File: src/rtl/core/spectral_peak_top_k_unit_assert.svh
// assertion macros for the spectral peak top-k unit
`ifndef SPECTRAL_PEAK_TOP_K_UNIT_ASSERT_SVH
`define SPECTRAL_PEAK_TOP_K_UNIT_ASSERT_SVH

// same-cycle implication
`define SPT_ASSERT_NOW(label, ante, cons) \
    label: assert property (@(posedge i_clk) disable iff (!i_rst_n) (ante) |-> (cons)) \
        else $error("spt assertion failed");

// next-cycle implication
`define SPT_ASSERT_NEXT(label, ante, cons) \
    label: assert property (@(posedge i_clk) disable iff (!i_rst_n) (ante) |=> (cons)) \
        else $error("spt assertion failed");

`endif

File: src/rtl/core/spt_pkg.sv
// shared types and constants of the spectral peak top-k unit
package spt_pkg;

    localparam int TOP_K       = 8;
    localparam int MAX_SAMPLES = 4096;
    localparam int AMP_W       = 24;
    localparam int BIN_W       = 11;
    localparam int RANK_W      = 3;
    localparam int CNT_W       = $clog2(TOP_K + 1);
    localparam int TOP_BIN     = MAX_SAMPLES / 2 - 1;

    localparam int IN_TDATA_W  = 40;
    localparam int OUT_TDATA_W = 48;

    localparam int APB_ADDR_W  = 4;
    localparam int APB_DATA_W  = 32;

    typedef enum logic [1:0] {
        REG_MIN_AMP   = 2'd0,
        REG_START_BIN = 2'd1,
        REG_STOP_BIN  = 2'd2
    } t_reg_idx;

    typedef struct packed {
        logic [AMP_W-1:0] min_amp;
        logic [BIN_W-1:0] start_bin;
        logic [BIN_W-1:0] stop_bin;
    } t_cfg;

    typedef struct packed {
        logic [AMP_W-1:0] amp;
        logic [BIN_W-1:0] bin;
    } t_entry;

    typedef struct packed {
        logic ins;
        logic shift;
    } t_cell_cmd;

endpackage

File: src/rtl/core/spt_cell.sv
// one slot of the sorted peak list, inserts from above and shifts up on readout
module spt_cell (
    input  logic                i_clk,
    input  spt_pkg::t_cell_cmd  i_cmd,
    input  logic                i_occ,
    input  spt_pkg::t_entry     i_new,
    input  spt_pkg::t_entry     i_above,
    input  logic                i_above_cmp,
    input  spt_pkg::t_entry     i_below,
    output spt_pkg::t_entry     o_entry,
    output logic                o_cmp
);

    spt_pkg::t_entry r_entry;
    spt_pkg::t_entry n_entry;

    assign o_cmp   = !i_occ || (i_new.amp > r_entry.amp);
    assign o_entry = r_entry;

    always_comb begin
        n_entry = r_entry;
        if (i_cmd.shift) begin
            n_entry = i_below;
        end else if (i_cmd.ins && i_above_cmp) begin
            n_entry = i_above;
        end else if (i_cmd.ins && o_cmp) begin
            n_entry = i_new;
        end
    end

    always_ff @(posedge i_clk) begin
        r_entry <= n_entry;
    end

endmodule

File: src/rtl/core/spt_cfg.sv
// apb register block of the spectral peak top-k unit
module spt_cfg (
    input  logic                           i_clk,
    input  logic                           i_rst_n,
    input  logic                           psel,
    input  logic                           penable,
    input  logic                           pwrite,
    input  logic [spt_pkg::APB_ADDR_W-1:0] paddr,
    input  logic [spt_pkg::APB_DATA_W-1:0] pwdata,
    output logic [spt_pkg::APB_DATA_W-1:0] prdata,
    output logic                           pready,
    output spt_pkg::t_cfg                  o_cfg
);

    spt_pkg::t_cfg    r_cfg;
    spt_pkg::t_reg_idx w_idx;

    assign pready = 1'b1;
    assign o_cfg  = r_cfg;
    assign w_idx  = spt_pkg::t_reg_idx'(paddr[3:2]);

    always_comb begin
        unique case (w_idx)
            spt_pkg::REG_MIN_AMP:   prdata = spt_pkg::APB_DATA_W'(r_cfg.min_amp);
            spt_pkg::REG_START_BIN: prdata = spt_pkg::APB_DATA_W'(r_cfg.start_bin);
            spt_pkg::REG_STOP_BIN:  prdata = spt_pkg::APB_DATA_W'(r_cfg.stop_bin);
            default:                prdata = '0;
        endcase
    end

    always_ff @(posedge i_clk) begin
        if (!i_rst_n) begin
            r_cfg.min_amp   <= '0;
            r_cfg.start_bin <= spt_pkg::BIN_W'(1);
            r_cfg.stop_bin  <= spt_pkg::BIN_W'(2047);
        end else if (psel && penable && pwrite && pready) begin
            unique case (w_idx)
                spt_pkg::REG_MIN_AMP:   r_cfg.min_amp   <= pwdata[spt_pkg::AMP_W-1:0];
                spt_pkg::REG_START_BIN: r_cfg.start_bin <= pwdata[spt_pkg::BIN_W-1:0];
                spt_pkg::REG_STOP_BIN:  r_cfg.stop_bin  <= pwdata[spt_pkg::BIN_W-1:0];
                default: ;
            endcase
        end
    end

endmodule

File: src/rtl/core/spectral_peak_top_k_unit.sv
// spectral peak top-k unit: peak detection and a chain of sorted list cells
//
// Takes one spectrum bin per word and keeps the TOP_K largest peaks of the
// frame in a row of cells sorted by descending amplitude. A bin word that
// itself passes as a peak that must be decided at once (it sits on the last
// searched bin or carries frame end) gets its own insertion in the S_SECOND
// state, after that of any held peak; no bin word is taken in that state.
// Each cell compares against the new entry in parallel. After the frame-end
// word the list is read out from the head cell, one entry per cycle while the
// output is taken, max(1, peak count) words in all; no bin word is accepted
// during readout. Output tdata is driven straight from the head cell, the
// rank counter and the peak count, which hold while the output stalls.
module spectral_peak_top_k_unit (
    input  logic                            i_clk,
    input  logic                            i_rst_n,
    input  logic                            s_axis_tvalid,
    output logic                            s_axis_tready,
    // [10:0] bin_number, [34:11] amplitude, zero fill above
    input  logic [spt_pkg::IN_TDATA_W-1:0]  s_axis_tdata,
    input  logic                            s_axis_tlast,
    output logic                            m_axis_tvalid,
    input  logic                            m_axis_tready,
    // [2:0] rank, [13:3] peak_bin, [37:14] peak_amplitude, [41:38] peak_count
    output logic [spt_pkg::OUT_TDATA_W-1:0] m_axis_tdata,
    // [0] entry_valid
    output logic                            m_axis_tuser,
    output logic                            m_axis_tlast,
    input  logic                            psel,
    input  logic                            penable,
    input  logic                            pwrite,
    input  logic [spt_pkg::APB_ADDR_W-1:0]  paddr,
    input  logic [spt_pkg::APB_DATA_W-1:0]  pwdata,
    output logic [spt_pkg::APB_DATA_W-1:0]  prdata,
    output logic                            pready
);

    typedef enum logic [1:0] {
        S_RUN,
        S_SECOND,
        S_EMIT
    } t_state;

    spt_pkg::t_cfg w_cfg;

    t_state                       r_state, n_state;
    logic [spt_pkg::CNT_W-1:0]    r_count, n_count;
    logic [spt_pkg::RANK_W-1:0]   r_rank, n_rank;
    logic [spt_pkg::AMP_W-1:0]    r_prev_amp, n_prev_amp;
    logic                         r_prev_present, n_prev_present;
    spt_pkg::t_entry              r_held, n_held;
    logic                         r_held_valid, n_held_valid;
    spt_pkg::t_entry              r_pend, n_pend;
    logic                         r_fend, n_fend;

    logic [spt_pkg::BIN_W-1:0]    w_in_bin;
    logic [spt_pkg::AMP_W-1:0]    w_in_amp;
    logic [spt_pkg::BIN_W-1:0]    w_top_bin;
    logic [spt_pkg::BIN_W-1:0]    w_lo_bin;
    logic                         w_in_range;
    logic                         w_pass;
    logic                         w_in_acc;
    logic                         w_out_acc;
    logic                         w_last;
    logic                         w_ins;
    spt_pkg::t_entry              w_ins_entry;
    spt_pkg::t_cell_cmd           w_cmd;

    spt_pkg::t_entry              w_cell_q [spt_pkg::TOP_K];
    logic                         w_cell_cmp [spt_pkg::TOP_K];

    spt_cfg u_cfg (
        .i_clk   (i_clk),
        .i_rst_n (i_rst_n),
        .psel    (psel),
        .penable (penable),
        .pwrite  (pwrite),
        .paddr   (paddr),
        .pwdata  (pwdata),
        .prdata  (prdata),
        .pready  (pready),
        .o_cfg   (w_cfg)
    );

    genvar gi;
    generate
        for (gi = 0; gi < spt_pkg::TOP_K; gi++) begin : g_cell
            spt_pkg::t_entry w_above;
            spt_pkg::t_entry w_below;
            logic            w_above_cmp;
            logic            w_occ;

            if (gi == 0) begin : g_head
                assign w_above     = w_ins_entry;
                assign w_above_cmp = 1'b0;
            end else begin : g_mid
                assign w_above     = w_cell_q[gi-1];
                assign w_above_cmp = w_cell_cmp[gi-1];
            end

            if (gi == spt_pkg::TOP_K - 1) begin : g_tail
                assign w_below = '0;
            end else begin : g_inner
                assign w_below = w_cell_q[gi+1];
            end

            assign w_occ = (r_count > spt_pkg::CNT_W'(gi));

            spt_cell u_cell (
                .i_clk       (i_clk),
                .i_cmd       (w_cmd),
                .i_occ       (w_occ),
                .i_new       (w_ins_entry),
                .i_above     (w_above),
                .i_above_cmp (w_above_cmp),
                .i_below     (w_below),
                .o_entry     (w_cell_q[gi]),
                .o_cmp       (w_cell_cmp[gi])
            );
        end
    endgenerate

    assign w_in_bin  = s_axis_tdata[spt_pkg::BIN_W-1:0];
    assign w_in_amp  = s_axis_tdata[spt_pkg::BIN_W +: spt_pkg::AMP_W];
    assign w_top_bin = (32'(w_cfg.stop_bin) > 32'(spt_pkg::TOP_BIN)) ?
                       spt_pkg::BIN_W'(spt_pkg::TOP_BIN) : w_cfg.stop_bin;
    assign w_lo_bin  = (w_cfg.start_bin == '0) ? spt_pkg::BIN_W'(1) : w_cfg.start_bin;
    assign w_in_range = (w_lo_bin <= w_top_bin) && (w_in_bin >= w_lo_bin) &&
                        (w_in_bin <= w_top_bin);
    assign w_pass    = (w_in_amp >= w_cfg.min_amp) &&
                       (!r_prev_present || (w_in_amp >= r_prev_amp));

    assign s_axis_tready = (r_state == S_RUN);
    assign w_in_acc      = s_axis_tvalid && s_axis_tready;

    assign m_axis_tvalid = (r_state == S_EMIT);
    assign w_out_acc     = m_axis_tvalid && m_axis_tready;
    assign w_last        = (r_count == '0) ||
                           ((spt_pkg::CNT_W'(r_rank) + spt_pkg::CNT_W'(1)) == r_count);

    assign m_axis_tuser  = (r_count != '0);
    assign m_axis_tlast  = w_last;
    assign m_axis_tdata  = spt_pkg::OUT_TDATA_W'({
                               r_count,
                               (r_count != '0) ? w_cell_q[0].amp : spt_pkg::AMP_W'(0),
                               (r_count != '0) ? w_cell_q[0].bin : spt_pkg::BIN_W'(0),
                               r_rank});

    assign w_cmd.ins   = w_ins;
    assign w_cmd.shift = w_out_acc && !w_last;

    always_comb begin
        n_state        = r_state;
        n_count        = r_count;
        n_rank         = r_rank;
        n_prev_amp     = r_prev_amp;
        n_prev_present = r_prev_present;
        n_held         = r_held;
        n_held_valid   = r_held_valid;
        n_pend         = r_pend;
        n_fend         = r_fend;
        w_ins          = 1'b0;
        w_ins_entry    = r_held;

        unique case (r_state)
            S_RUN: begin
                if (w_in_acc) begin
                    n_fend = s_axis_tlast;
                    n_pend = '{amp: w_in_amp, bin: w_in_bin};
                    if (w_in_range) begin
                        w_ins          = r_held_valid && (r_held.amp >= w_in_amp);
                        n_held         = '{amp: w_in_amp, bin: w_in_bin};
                        n_held_valid   = w_pass && (w_in_bin != w_top_bin) && !s_axis_tlast;
                        n_prev_amp     = w_in_amp;
                        n_prev_present = 1'b1;
                    end else begin
                        w_ins = r_held_valid && s_axis_tlast;
                    end
                    if (s_axis_tlast) begin
                        n_held_valid   = 1'b0;
                        n_prev_present = 1'b0;
                        n_prev_amp     = '0;
                    end
                    if (w_in_range && w_pass && ((w_in_bin == w_top_bin) || s_axis_tlast)) begin
                        n_state = S_SECOND;
                    end else if (s_axis_tlast) begin
                        n_state = S_EMIT;
                    end
                end
            end
            S_SECOND: begin
                w_ins       = 1'b1;
                w_ins_entry = r_pend;
                n_state     = r_fend ? S_EMIT : S_RUN;
            end
            S_EMIT: begin
                if (w_out_acc) begin
                    if (w_last) begin
                        n_count = '0;
                        n_rank  = '0;
                        n_state = S_RUN;
                    end else begin
                        n_rank = r_rank + spt_pkg::RANK_W'(1);
                    end
                end
            end
            default: n_state = S_RUN;
        endcase

        if (w_ins && (r_count < spt_pkg::CNT_W'(spt_pkg::TOP_K))) begin
            n_count = r_count + spt_pkg::CNT_W'(1);
        end
    end

    always_ff @(posedge i_clk) begin
        if (!i_rst_n) begin
            r_state        <= S_RUN;
            r_count        <= '0;
            r_rank         <= '0;
            r_prev_amp     <= '0;
            r_prev_present <= 1'b0;
            r_held_valid   <= 1'b0;
            r_fend         <= 1'b0;
        end else begin
            r_state        <= n_state;
            r_count        <= n_count;
            r_rank         <= n_rank;
            r_prev_amp     <= n_prev_amp;
            r_prev_present <= n_prev_present;
            r_held_valid   <= n_held_valid;
            r_fend         <= n_fend;
        end
    end

    always_ff @(posedge i_clk) begin
        r_held <= n_held;
        r_pend <= n_pend;
    end

`include "spectral_peak_top_k_unit_assert.svh"

    `SPT_ASSERT_NOW(a_count_bound, 1'b1, r_count <= spt_pkg::CNT_W'(spt_pkg::TOP_K))
    `SPT_ASSERT_NOW(a_no_input_in_readout, m_axis_tvalid, !s_axis_tready)
    `SPT_ASSERT_NOW(a_no_held_in_readout, r_state == S_EMIT, !r_held_valid && !r_prev_present)
    `SPT_ASSERT_NEXT(a_list_cleared, w_out_acc && m_axis_tlast, r_count == '0 && s_axis_tready)

endmodule

File: config.mk
export PLATFORM = sky130hd
export DESIGN_NAME = spectral_peak_top_k_unit
export DESIGN_NICKNAME = d
export VERILOG_FILES = /design/src/rtl/core/spt_pkg.sv /design/src/rtl/core/spt_cell.sv /design/src/rtl/core/spt_cfg.sv /design/src/rtl/core/spectral_peak_top_k_unit.sv
export VERILOG_INCLUDE_DIRS = /design/src /design/src/rtl/core
export SDC_FILE = /design/constraint.sdc
export NUM_CORES = 1
export LEC_CHECK = 0
export BUFFER_PORTS_ARGS = -buffer_cell sky130_fd_sc_hd__buf_2
export CAP_MARGIN = 10
export CORE_MARGIN = 2
export CORE_UTILIZATION = 31
export DETAILED_ROUTE_END_ITERATION = 12
export GPL_TIMING_DRIVEN = 0
export PLACE_DENSITY = 0.54
export SLEW_MARGIN = 10
export SYNTH_ARGS = -nofsm -noshare
export SYNTH_HDL_FRONTEND = slang
export SYNTH_HIERARCHICAL = 1
export SYNTH_SLANG_ARGS = --single-unit
File: constraint.sdc
create_clock -name i_clk -period 8.7 [get_ports i_clk]
set_clock_uncertainty 0.1 [all_clocks]
set_input_delay 0.87 -clock i_clk [delete_from_list [all_inputs] [get_ports i_clk]]
set_output_delay 0.87 -clock i_clk [all_outputs]
set_load 0.05 [all_outputs]
==> results of run 1 <==
[cell usage in the layout (no fill, tap or decap), types with 9 or more instances in the layout]
master and instances:
a22o_1 9, mux2_2 34, inv_1 313, a21oi_1 83, o21ai_0 89, nand2_1 393
nor2_1 88, nand2b_1 13, conb_1 53, dfxtp_1 82, buf_4 18, and2_1 49
a22oi_1 21, a21o_1 36, clkbuf_1 110, buf_2 163, a211oi_1 19, mux2i_1 328
clkbuf_16 51, nand3_1 42, nand4_1 41, o211ai_1 13, a41o_1 10, edfxtp_1 350
and4_1 11, o22ai_1 10, o21ai_1 248, or2_2 11, nor4_1 14, a211o_1 11
ha_1 302
[flip-flops by register name, indices dropped and copies added (netlist names)]
name,flops
g_cell.u_cell/o_entry,280
r_prev_present,1
r_state,2
r_fend,1
r_prev_amp,24
r_count,4
r_held_valid,1
u_cfg/o_cfg,46
r_pend,35
r_rank,3
r_held,35
[metal layers]
layer / share of wire [%] / vias to the layer above
met5: 0.027 / -
met2: 45 / 443
li1: - / 10800
met4: 2.7 / 4
met3: 4.4 / 119
met1: 47 / 9990
[worst min-delay path: stages (launching register included)]
cell     delay (ps)
dfxtp_1         310
nand2_1          50
a21oi_1          50
[worst paths after layout]
| kind | slack, ps | end | depth (start not counted) |
|---|---|---|---|
| min | 360 | r_fend | 2 |
| min reg2reg | 360 | r_fend | 2 |
| max | 2850 | g_cell[2].u_cell/o_entry[5] | 13 |
| max reg2reg | 2850 | g_cell[2].u_cell/o_entry[5] | 13 |
[power groups by stage]
| stage | Clock [mW] | Sequential, mW | Combinational [mW] |
|---|---|---|---|
| CTS | 2.15 | 2.42 | 0.906 |
| finish | 2.08 | 2.42 | 0.903 |
| floorplan | 0 | 2.44 | 0.645 |
| global placement | 0 | 2.47 | 0.862 |
| detailed placement | 0 | 2.46 | 0.905 |
| global route | 2.21 | 2.43 | 1.01 |
[per-stage QoR]
stage	total power [mW]	cell area (sq um)
3_5_place_dp	3.37	31600
5_1_grt	5.66	33200
4_1_cts	5.48	33100
3_3_place_gp	3.34	31200
2_1_floorplan	3.09	28900
6_report	5.41	33200
[final cells by class]
cell class | instances | area, sq um | share of cell area (%)
clock inverter | 23 | 234 | 0.706
timing repair buffer | 149 | 968 | 2.92
buffer | 147 | 708 | 2.14
sequential | 432 | 12200 | 36.6
inverter | 314 | 1180 | 3.55
antenna | 1 | 2.50 | 0.00755
multi-input combinational | 2044 | 15000 | 45.3
tap | 1243 | 1560 | 4.69
clock buffer | 66 | 1350 | 4.08
==> impl_metrics.csv, run 1 <==
group,metric,value,unit
outcome,status,"finished clean",
cells_and_area,layout.nets,3524,
timing,fin_tns_setup,0,ps
global_routing,grt_use_met3,2.18,%
cells_and_area,instances_no_fill,4419,
timing,finalMaxSlewViolations,0,
critical_path,r2r-start,"r_state[0]",
pwr,p_sw,1.50,mW
cts,path_clk_slew,60,ps
placement,dp.cells,4328,
detailed_routing,wl,79100,microns
critical_path,critPathMaxStageDelay,630,ps
critical_path,critPathBufInv,3,
run,cap_violations,0,
global_routing,grt_usage,16.4,%
cells_and_area,area_delta_synth_final,15.4,%
global_routing,grt_max_degree,27,
cts,cts-buffers-inserted,50,
cells_and_area,nFillCells,9456,
critical_path,crit_arrival,6050,ps
cts,clock_path_buffers,3,
critical_path,crit_type,"flop to flop",
detailed_routing,drc,0,
placement,gp_congestion,0.881,
timing,rsz0062_at_grt,"false",
detailed_routing,ant_nets,0,
pwr,powerDensity,163,nW/um^2
critical_path,crit_family,"buffers and inverters",
detailed_routing,wl_per_cell,17.9,microns
cts,h-tree-depth,2,
timing,worst_slack,2850,ps
critical_path,crit_required,8900,ps
timing,max_clock_freq,171,MHz
critical_path,critPathMaxFanout,19,
cts,cts.root.buffer_cell,"clkbuf_16",
global_routing,grt_pass1_vias,21500,
cts,cts_sinks,432,
cts,cts_tree,"yes",
timing,setup_violations,0,
timing,post-route-min-period,5850,ps
synth,synth_warnings,6,
global_routing,grtUsageMet1,22.4,%
floorplan,ios,169,
placement,port-buffer-count,137,
floorplan,die_w,308,microns
timing,tightest_slew,1240,ps
critical_path,critPathCaptureType,"flop",
hold_path,min_from,"r_fend",
timing,hold-worst-slack,361,ps
critical_path,crit_top_cell,"clkbuf_1",
cells_and_area,utilization,36.1,%
global_routing,grt_first_pass_wirelength,123000,microns
detailed_routing,vias,21400,
floorplan,die_area,95100,sq um
cts,clk_latency,600,ps
pwr,seq_power_share,44.8,%
pwr,power.leakage,14.9,nW
critical_path,worst_setup_path_start_kind,"flop",
floorplan,die_h,308,microns
synth,syn_area,28700,sq um
global_routing,grt.overflow.total,0,
critical_path,critical_path.cell_chain,"nor2b_1 -> clkbuf_1 -> clkbuf_1 -> mux2_2 -> ha_1 -> nand4_1 -> nor4_4 -> o311ai_1 -> a21boi_1 -> or2_2 -> o22ai_1 -> a31oi_4 -> buf_16",
synth,avgSynthCellArea,9.95,sq um
pwr,p_clk_share,38.5,%
global_routing,top_usage_layer,"met2",
synth,synthesis.instances,2887,
critical_path,slowest_stage,"a31oi_4",
cts,cts_hold_buf,0,
pwr,intPower,3.91,mW
cts,cts_resized,0,
pwr,swShare,27.7,%
placement,pre_cts_ws,2790,ps
floorplan,rows,111,
global_routing,met2_usage,27.1,%
timing,slew_headroom,16.8,%
detailed_routing,viasPerCell,4.83,
global_routing,antenna_found_initial,3,
detailed_routing,drt_iter0_markers,1208,
timing,min_period_over_period,67.2,%
cells_and_area,drive_above_1_share,11.6,%
cts,post_cts_buffers,0,
timing,hold_viol_final,0,
pwr,combPwrFrac,16.7,%
placement,hpwl,63400,microns
critical_path,crit_start,"r_state[0]",
detailed_routing,drt_first_pass_iters,5,
pwr,ir_drop,0.000129,V
floorplan,start_util,31.3,%
floorplan,core-area,91800,sq um
hold_path,hp-class,"flop to flop",
Power figures use the tool's default switching activity.
==> run 2: changes to the inputs <==
Clock period 8.7 ns to 5.66 ns, I/O delays scaled along.
==> run 2 against run 1 <==
  * Cell count hardly changed
  * Wire length hardly changed
  * Final area hardly changed
  * Via count hardly changed
  * Setup slack worse by 2400 ps
  * Sequential share of layout area hardly changed
  * Sequential cell count stayed put
  * Core utilization hardly changed
  * Die area stayed put
  * Largest cell class unchanged
==> impl_metrics.csv, run 2 (synthesized netlist as in run 1, its figures left out) <==
group,metric,value,unit
global_routing,grt.overflow.total,0,
critical_path,r2r-start,"r_state[0]",
critical_path,critPathCaptureType,"flop",
detailed_routing,wl_met1,37400,microns
critical_path,crit_required,5860,ps
cells_and_area,mostFrequentLayoutCell,"nand2_1",
timing,slew_headroom,15.5,%
floorplan,ios,169,
hold_path,hold_end,"r_held[0]",
detailed_routing,dr.max_layer_used,"met5",
placement,place_area,31600,sq um
detailed_routing,wl_per_cell,17.9,microns
cts,cts.root.buffer_cell,"clkbuf_16",
global_routing,grt_first_pass_wirelength,123000,microns
detailed_routing,vias,21400,
outcome,status,"finished clean",
placement,port-buffer-count,137,
cts,cts-buffers-inserted,50,
pwr,powerDensity,251,nW/um^2
timing,min_period_over_period,92.8,%
global_routing,grt_pass1_vias,21500,
critical_path,ff2ff_path_depth,12,
critical_path,worst_setup_path_start_kind,"flop",
global_routing,grt_max_degree,27,
critical_path,crit_arrival,5450,ps
placement,pre_cts_ws,-253,ps
cts,clk_latency,610,ps
timing,rsz0062_at_grt,"false",
floorplan,core-area,91800,sq um
detailed_routing,drt_first_pass_iters,5,
cts,path_clk_slew,60,ps
cts,cts_sinks,432,
critical_path,crit_type,"flop to flop",
global_routing,antenna_found_initial,3,
floorplan,die_h,308,microns
cells_and_area,layout.nets,3523,
critical_path,rrSetupSlack,410,ps
detailed_routing,viasPerCell,4.83,
placement,dp.cells,4328,
placement,hpwl,63400,microns
timing,post-route-min-period,5250,ps
timing,tightest_slew,1250,ps
hold_path,holdPathStages,1,
hold_path,hp-class,"input port to flop",
timing,fin_tns_setup,0,ps
floorplan,start_util,31.3,%
detailed_routing,wl,79000,microns
pwr,power,8.32,mW
pwr,ir_drop,0.000199,V
cts,clock_path_buffers,3,
detailed_routing,wl_met3,3560,microns
cells_and_area,instances_no_fill,4418,
critical_path,r2r-end,"g_cell[2].u_cell/o_entry[5]",
cells_and_area,utilization,36.1,%
detailed_routing,ant_nets,0,
cells_and_area,drive_above_1_share,11.7,%
detailed_routing,drt_iter0_markers,1174,
cts,h-tree-depth,2,
placement,gp_congestion,0.881,
cells_and_area,final_area,33200,sq um
detailed_routing,wl_met2,35800,microns
critical_path,critical_path.cell_chain,"nor2b_1 -> clkbuf_2 -> mux2_2 -> ha_1 -> nand4_4 -> nor4_4 -> o311ai_1 -> a21boi_1 -> or2_2 -> o22ai_1 -> a31oi_4 -> buf_16",
floorplan,die_w,308,microns
timing,worst_slack,407,ps
timing,setup_violations,0,
run,cap_violations,0,
cells_and_area,layout_common_cells,"393 x nand2_1, 350 x edfxtp_1, 328 x mux2i_1",
floorplan,die_area,95100,sq um
cells_and_area,nFillCells,9453,
timing,hold-worst-slack,85.5,ps
global_routing,grt_usage,16.4,%
detailed_routing,drc,0,
critical_path,critPathMaxStageDelay,650,ps
cells_and_area,largest_reg_flops,280,
hold_path,min_from,"s_axis_tdata[0]",
cells_and_area,area_delta_synth_final,15.4,%
timing,finalMaxSlewViolations,0,
timing,max_clock_freq,190,MHz
cts,cts_tree,"yes",
critical_path,slowest_stage,"mux2_2",
timing,hold_viol_final,0,
floorplan,rows,111,
critical_path,critPathMaxFanout,19,
pwr,power.leakage,14.9,nW
[run 2: cell types whose count changed in the layout (fill, tap and decap cells not counted), sizes merged]
cell,change
clkbuf,-1
[run 2: worst max path at each step]
stage	start	endpoint	slack, ps	cells past startpoint
6_report	r_state[0]	g_cell[2].u_cell/o_entry[5]	410	12
5_1_grt	r_state[0]	g_cell[5].u_cell/o_entry[22]	160	12
3_3_place_gp	r_state[0]	g_cell[1].u_cell/o_entry[7]	-2410	14
4_1_cts	r_state[0]	g_cell[2].u_cell/o_entry[5]	380	12
3_5_place_dp	r_state[0]	g_cell[2].u_cell/o_entry[8]	-250	13
2_1_floorplan	r_state[0]	g_cell[7].u_cell/o_entry[0]	60	12
[run 2: critical path: cells and delay by family (launching register included)]
| family | cells | cell delay (ps) |
|---|---|---|
| AOI/OAI and AO/OA | 4 | 1380 |
| adders and majority gates | 1 | 470 |
| buffers and inverters | 2 | 800 |
| DFF | 1 | 340 |
| muxes | 1 | 650 |
| and+or+nand+nor | 4 | 1170 |
[run 2: timing repair]
item                                    4_1_cts  5_1_grt
resized for setup                             1        0
endpoints found under the setup margin      330        0
hold buffers                                  0        0
setup buffers                                 0        0
[run 2: layout make-up]
class / instances / area [sq um] / area share [%]
Clock buffer: 66 / 1350 / 4.08
Sequential cell: 432 / 12200 / 36.6
Timing Repair Buffer: 149 / 968 / 2.92
Buffer: 146 / 706 / 2.13
Antenna cell: 1 / 2.50 / 0.00755
Tap cell: 1243 / 1560 / 4.69
Inverter: 314 / 1180 / 3.55
Multi-Input combinational cell: 2044 / 15000 / 45.3
Clock inverter: 23 / 234 / 0.706
[run 2: layer usage]
metal	vias up	global-route usage, %
met5	-	0
met4	4	4.91
met3	123	2.19
met2	476	27.0
met1	9972	22.4
li1	10800	-
[run 2: power breakdown]
part	switching [mW]	total (mW)	internal (mW)
Combinational	0.868	1.39	0.521
Sequential	0.0893	3.72	3.63
Clock	1.35	3.20	1.86
==> run 3: changes to the inputs <==
--- a/config.mk
+++ b/config.mk
@@ -11,6 +11,6 @@
 export CORE_MARGIN = 2
-export CORE_UTILIZATION = 31
+export CORE_UTILIZATION = 56
 export DETAILED_ROUTE_END_ITERATION = 12
 export GPL_TIMING_DRIVEN = 0
-export PLACE_DENSITY = 0.54
+export PLACE_DENSITY = 0.74
 export SLEW_MARGIN = 10
==> constraint.sdc (replaced) <==
create_clock -name i_clk -period 5.66 [get_ports i_clk]
set_clock_uncertainty 0.1 [all_clocks]
set_input_delay 0.849 -clock i_clk [delete_from_list [all_inputs] [get_ports i_clk]]
set_output_delay 0.849 -clock i_clk [all_outputs]
set_load 0.05 [all_outputs]
==> run 3 against run 2 <==
  * Core utilization up 28 points
  * Maximum frequency up 0.97%
  * Combinational power up 3%
  * Sequential power about the same
  * Final area down 1.7%
  * Critical path depth up 1
  * Largest cell class unchanged
  * Die area down 44%
  * Register-to-register slack better by 50 ps
  * Via count up 6.9%
  * Setup slack better by 50 ps
  * Count of clock-buffer cells in the layout up 2
==> impl_metrics.csv, run 3 (synthesized netlist as in run 1, its figures left out) <==
group,metric,value,unit
detailed_routing,ant_nets,0,
floorplan,rows,83,
cts,clk_latency,600,ps
timing,tightest_slew,1020,ps
cells_and_area,area_delta_synth_final,13.5,%
cts,cts-buffers-inserted,49,
critical_path,slowest_stage,"clkbuf_2",
detailed_routing,drt_iter0_markers,2060,
detailed_routing,viasPerCell,5.91,
placement,place_area,30900,sq um
critical_path,crit_arrival,5430,ps
floorplan,start_util,56.3,%
floorplan,die_w,230,microns
hold_path,hp-class,"flop to flop",
timing,max_clock_freq,192,MHz
global_routing,grt_pass1_vias,23100,
detailed_routing,wl_per_cell,20.0,microns
cells_and_area,layout.nets,3533,
cells_and_area,layout_common_cells,"393 x nand2_1, 350 x edfxtp_1, 328 x mux2i_1",
cells_and_area,final_area,32600,sq um
timing,hold_viol_final,0,
global_routing,antenna_found_initial,2,
cts,path_clk_slew,60,ps
detailed_routing,wl,77200,microns
cells_and_area,nFillCells,4097,
critical_path,rrSetupSlack,460,ps
cts,cts_tree,"yes",
placement,hpwl,59600,microns
pwr,ir_drop,0.000234,V
timing,min_period_over_period,91.9,%
global_routing,grt_usage,28.7,%
cells_and_area,instances_no_fill,3866,
timing,finalMaxSlewViolations,0,
detailed_routing,drt_first_pass_iters,6,
cells_and_area,mostFrequentLayoutCell,"nand2_1",
critical_path,critPathBufInv,2,
pwr,power.leakage,14.9,nW
detailed_routing,drc,0,
timing,post-route-min-period,5200,ps
cells_and_area,drive_above_1_share,12.0,%
global_routing,grt_first_pass_wirelength,121000,microns
cts,cts.root.buffer_cell,"clkbuf_16",
critical_path,crit_type,"flop to flop",
cts,h-tree-depth,2,
placement,gp_congestion,0.878,
critical_path,worst_setup_path_start_kind,"flop",
critical_path,crit_family,"simple AND/OR/NAND/NOR gates",
floorplan,die_area,53100,sq um
floorplan,die_h,230,microns
global_routing,grt.overflow.total,0,
critical_path,critPathMaxStageDelay,590,ps
timing,slew_headroom,31.1,%
critical_path,critPathMaxFanout,19,
cts,clock_path_buffers,3,
critical_path,critPathCaptureType,"flop",
run,cap_violations,0,
floorplan,ios,169,
detailed_routing,vias,22800,
timing,rsz0062_at_grt,"false",
critical_path,crit_required,5880,ps
pwr,powerDensity,254,nW/um^2
global_routing,grt_max_degree,27,
cts,cts_sinks,432,
outcome,status,"finished clean",
floorplan,core-area,51000,sq um
placement,port-buffer-count,137,
cells_and_area,largest_reg_flops,280,
critical_path,critical_path.cell_chain,"nor2b_1 -> clkbuf_2 -> mux2_2 -> ha_1 -> nand4_1 -> nor2_1 -> a22o_1 -> nor4_2 -> a21boi_1 -> nand2_2 -> buf_2 -> mux2i_1 -> o21ai_1",
placement,dp.cells,3765,
cts,cts_hold_buf,0,
timing,setup_violations,0,
cells_and_area,utilization,63.9,%
timing,hold-worst-slack,380,ps
## run 3: changes by cell type in the layout (fill, tap and decap cells not counted), sizes merged
cell	previous run	this run
clkbuf	163	164
clkinv	17	12
buf	198	210
diode	1	2
inv	315	316
clkinvlp	1	3
bufinv	4	3
## run 3: per-layer routing
metal / global-route usage [%] / vias up / routed length (microns)
li1: - / 10800 / -
met1: 38.8 / 11000 / 33300
met2: 47.7 / 821 / 36600
met3: 3.94 / 140 / 5370
met4: 9.38 / 0 / 2000
met5: 0 / - / 0
## run 3: timing repair
action	4_1_cts	5_1_grt
buffers inserted	0	12
endpoints found under the setup margin	147	388
pin swaps	0	0
resized for setup	1	0
## run 3: layout make-up
| class | count | area [sq um] | share of cell area (%) |
|---|---|---|---|
| multi-input cells | 2044 | 15000 | 46.0 |
| flip-flops and latches | 432 | 12200 | 37.3 |
| clock buffers | 68 | 1370 | 4.20 |
| inverters | 314 | 1180 | 3.62 |
| repair buffers | 160 | 1140 | 3.49 |
| well taps | 680 | 851 | 2.61 |
| plain buffers | 146 | 706 | 2.17 |
| clock inverters | 20 | 185 | 0.568 |
| diodes | 2 | 5.00 | 0.0154 |
## run 3: tightest hold or removal path: stages (launching register included)
cell,delay (ps)
dfxtp_1,320
nand2_1,60
mux2i_1,50
## run 3: path summary, 6_finish.rpt
check	endpoint	cells past startpoint	from
max	g_cell[3].u_cell/o_entry[4]	13	r_state[0]
min	u_cfg/o_cfg[30]	2	u_cfg/o_cfg[30]
max reg2reg	g_cell[3].u_cell/o_entry[4]	13	r_state[0]
min reg2reg	u_cfg/o_cfg[30]	2	u_cfg/o_cfg[30]
## run 3: stage by stage
step	power (mW)	setup TNS, ps	setup WS (ps)
floorplan	4.75	0	60.5
global placement	5.07	-477460	-1870
detailed placement	5.17	-10050	-113
CTS	8.30	0	54.2
global route	8.60	0	284
finish	8.29	0	457
## run 3: power breakdown
part	leakage [nW]	switching (mW)	total [mW]	internal [mW]
logic	10.3	0.891	1.43	0.539
clock network	0.756	1.32	3.14	1.82
registers	3.88	0.0875	3.72	3.63
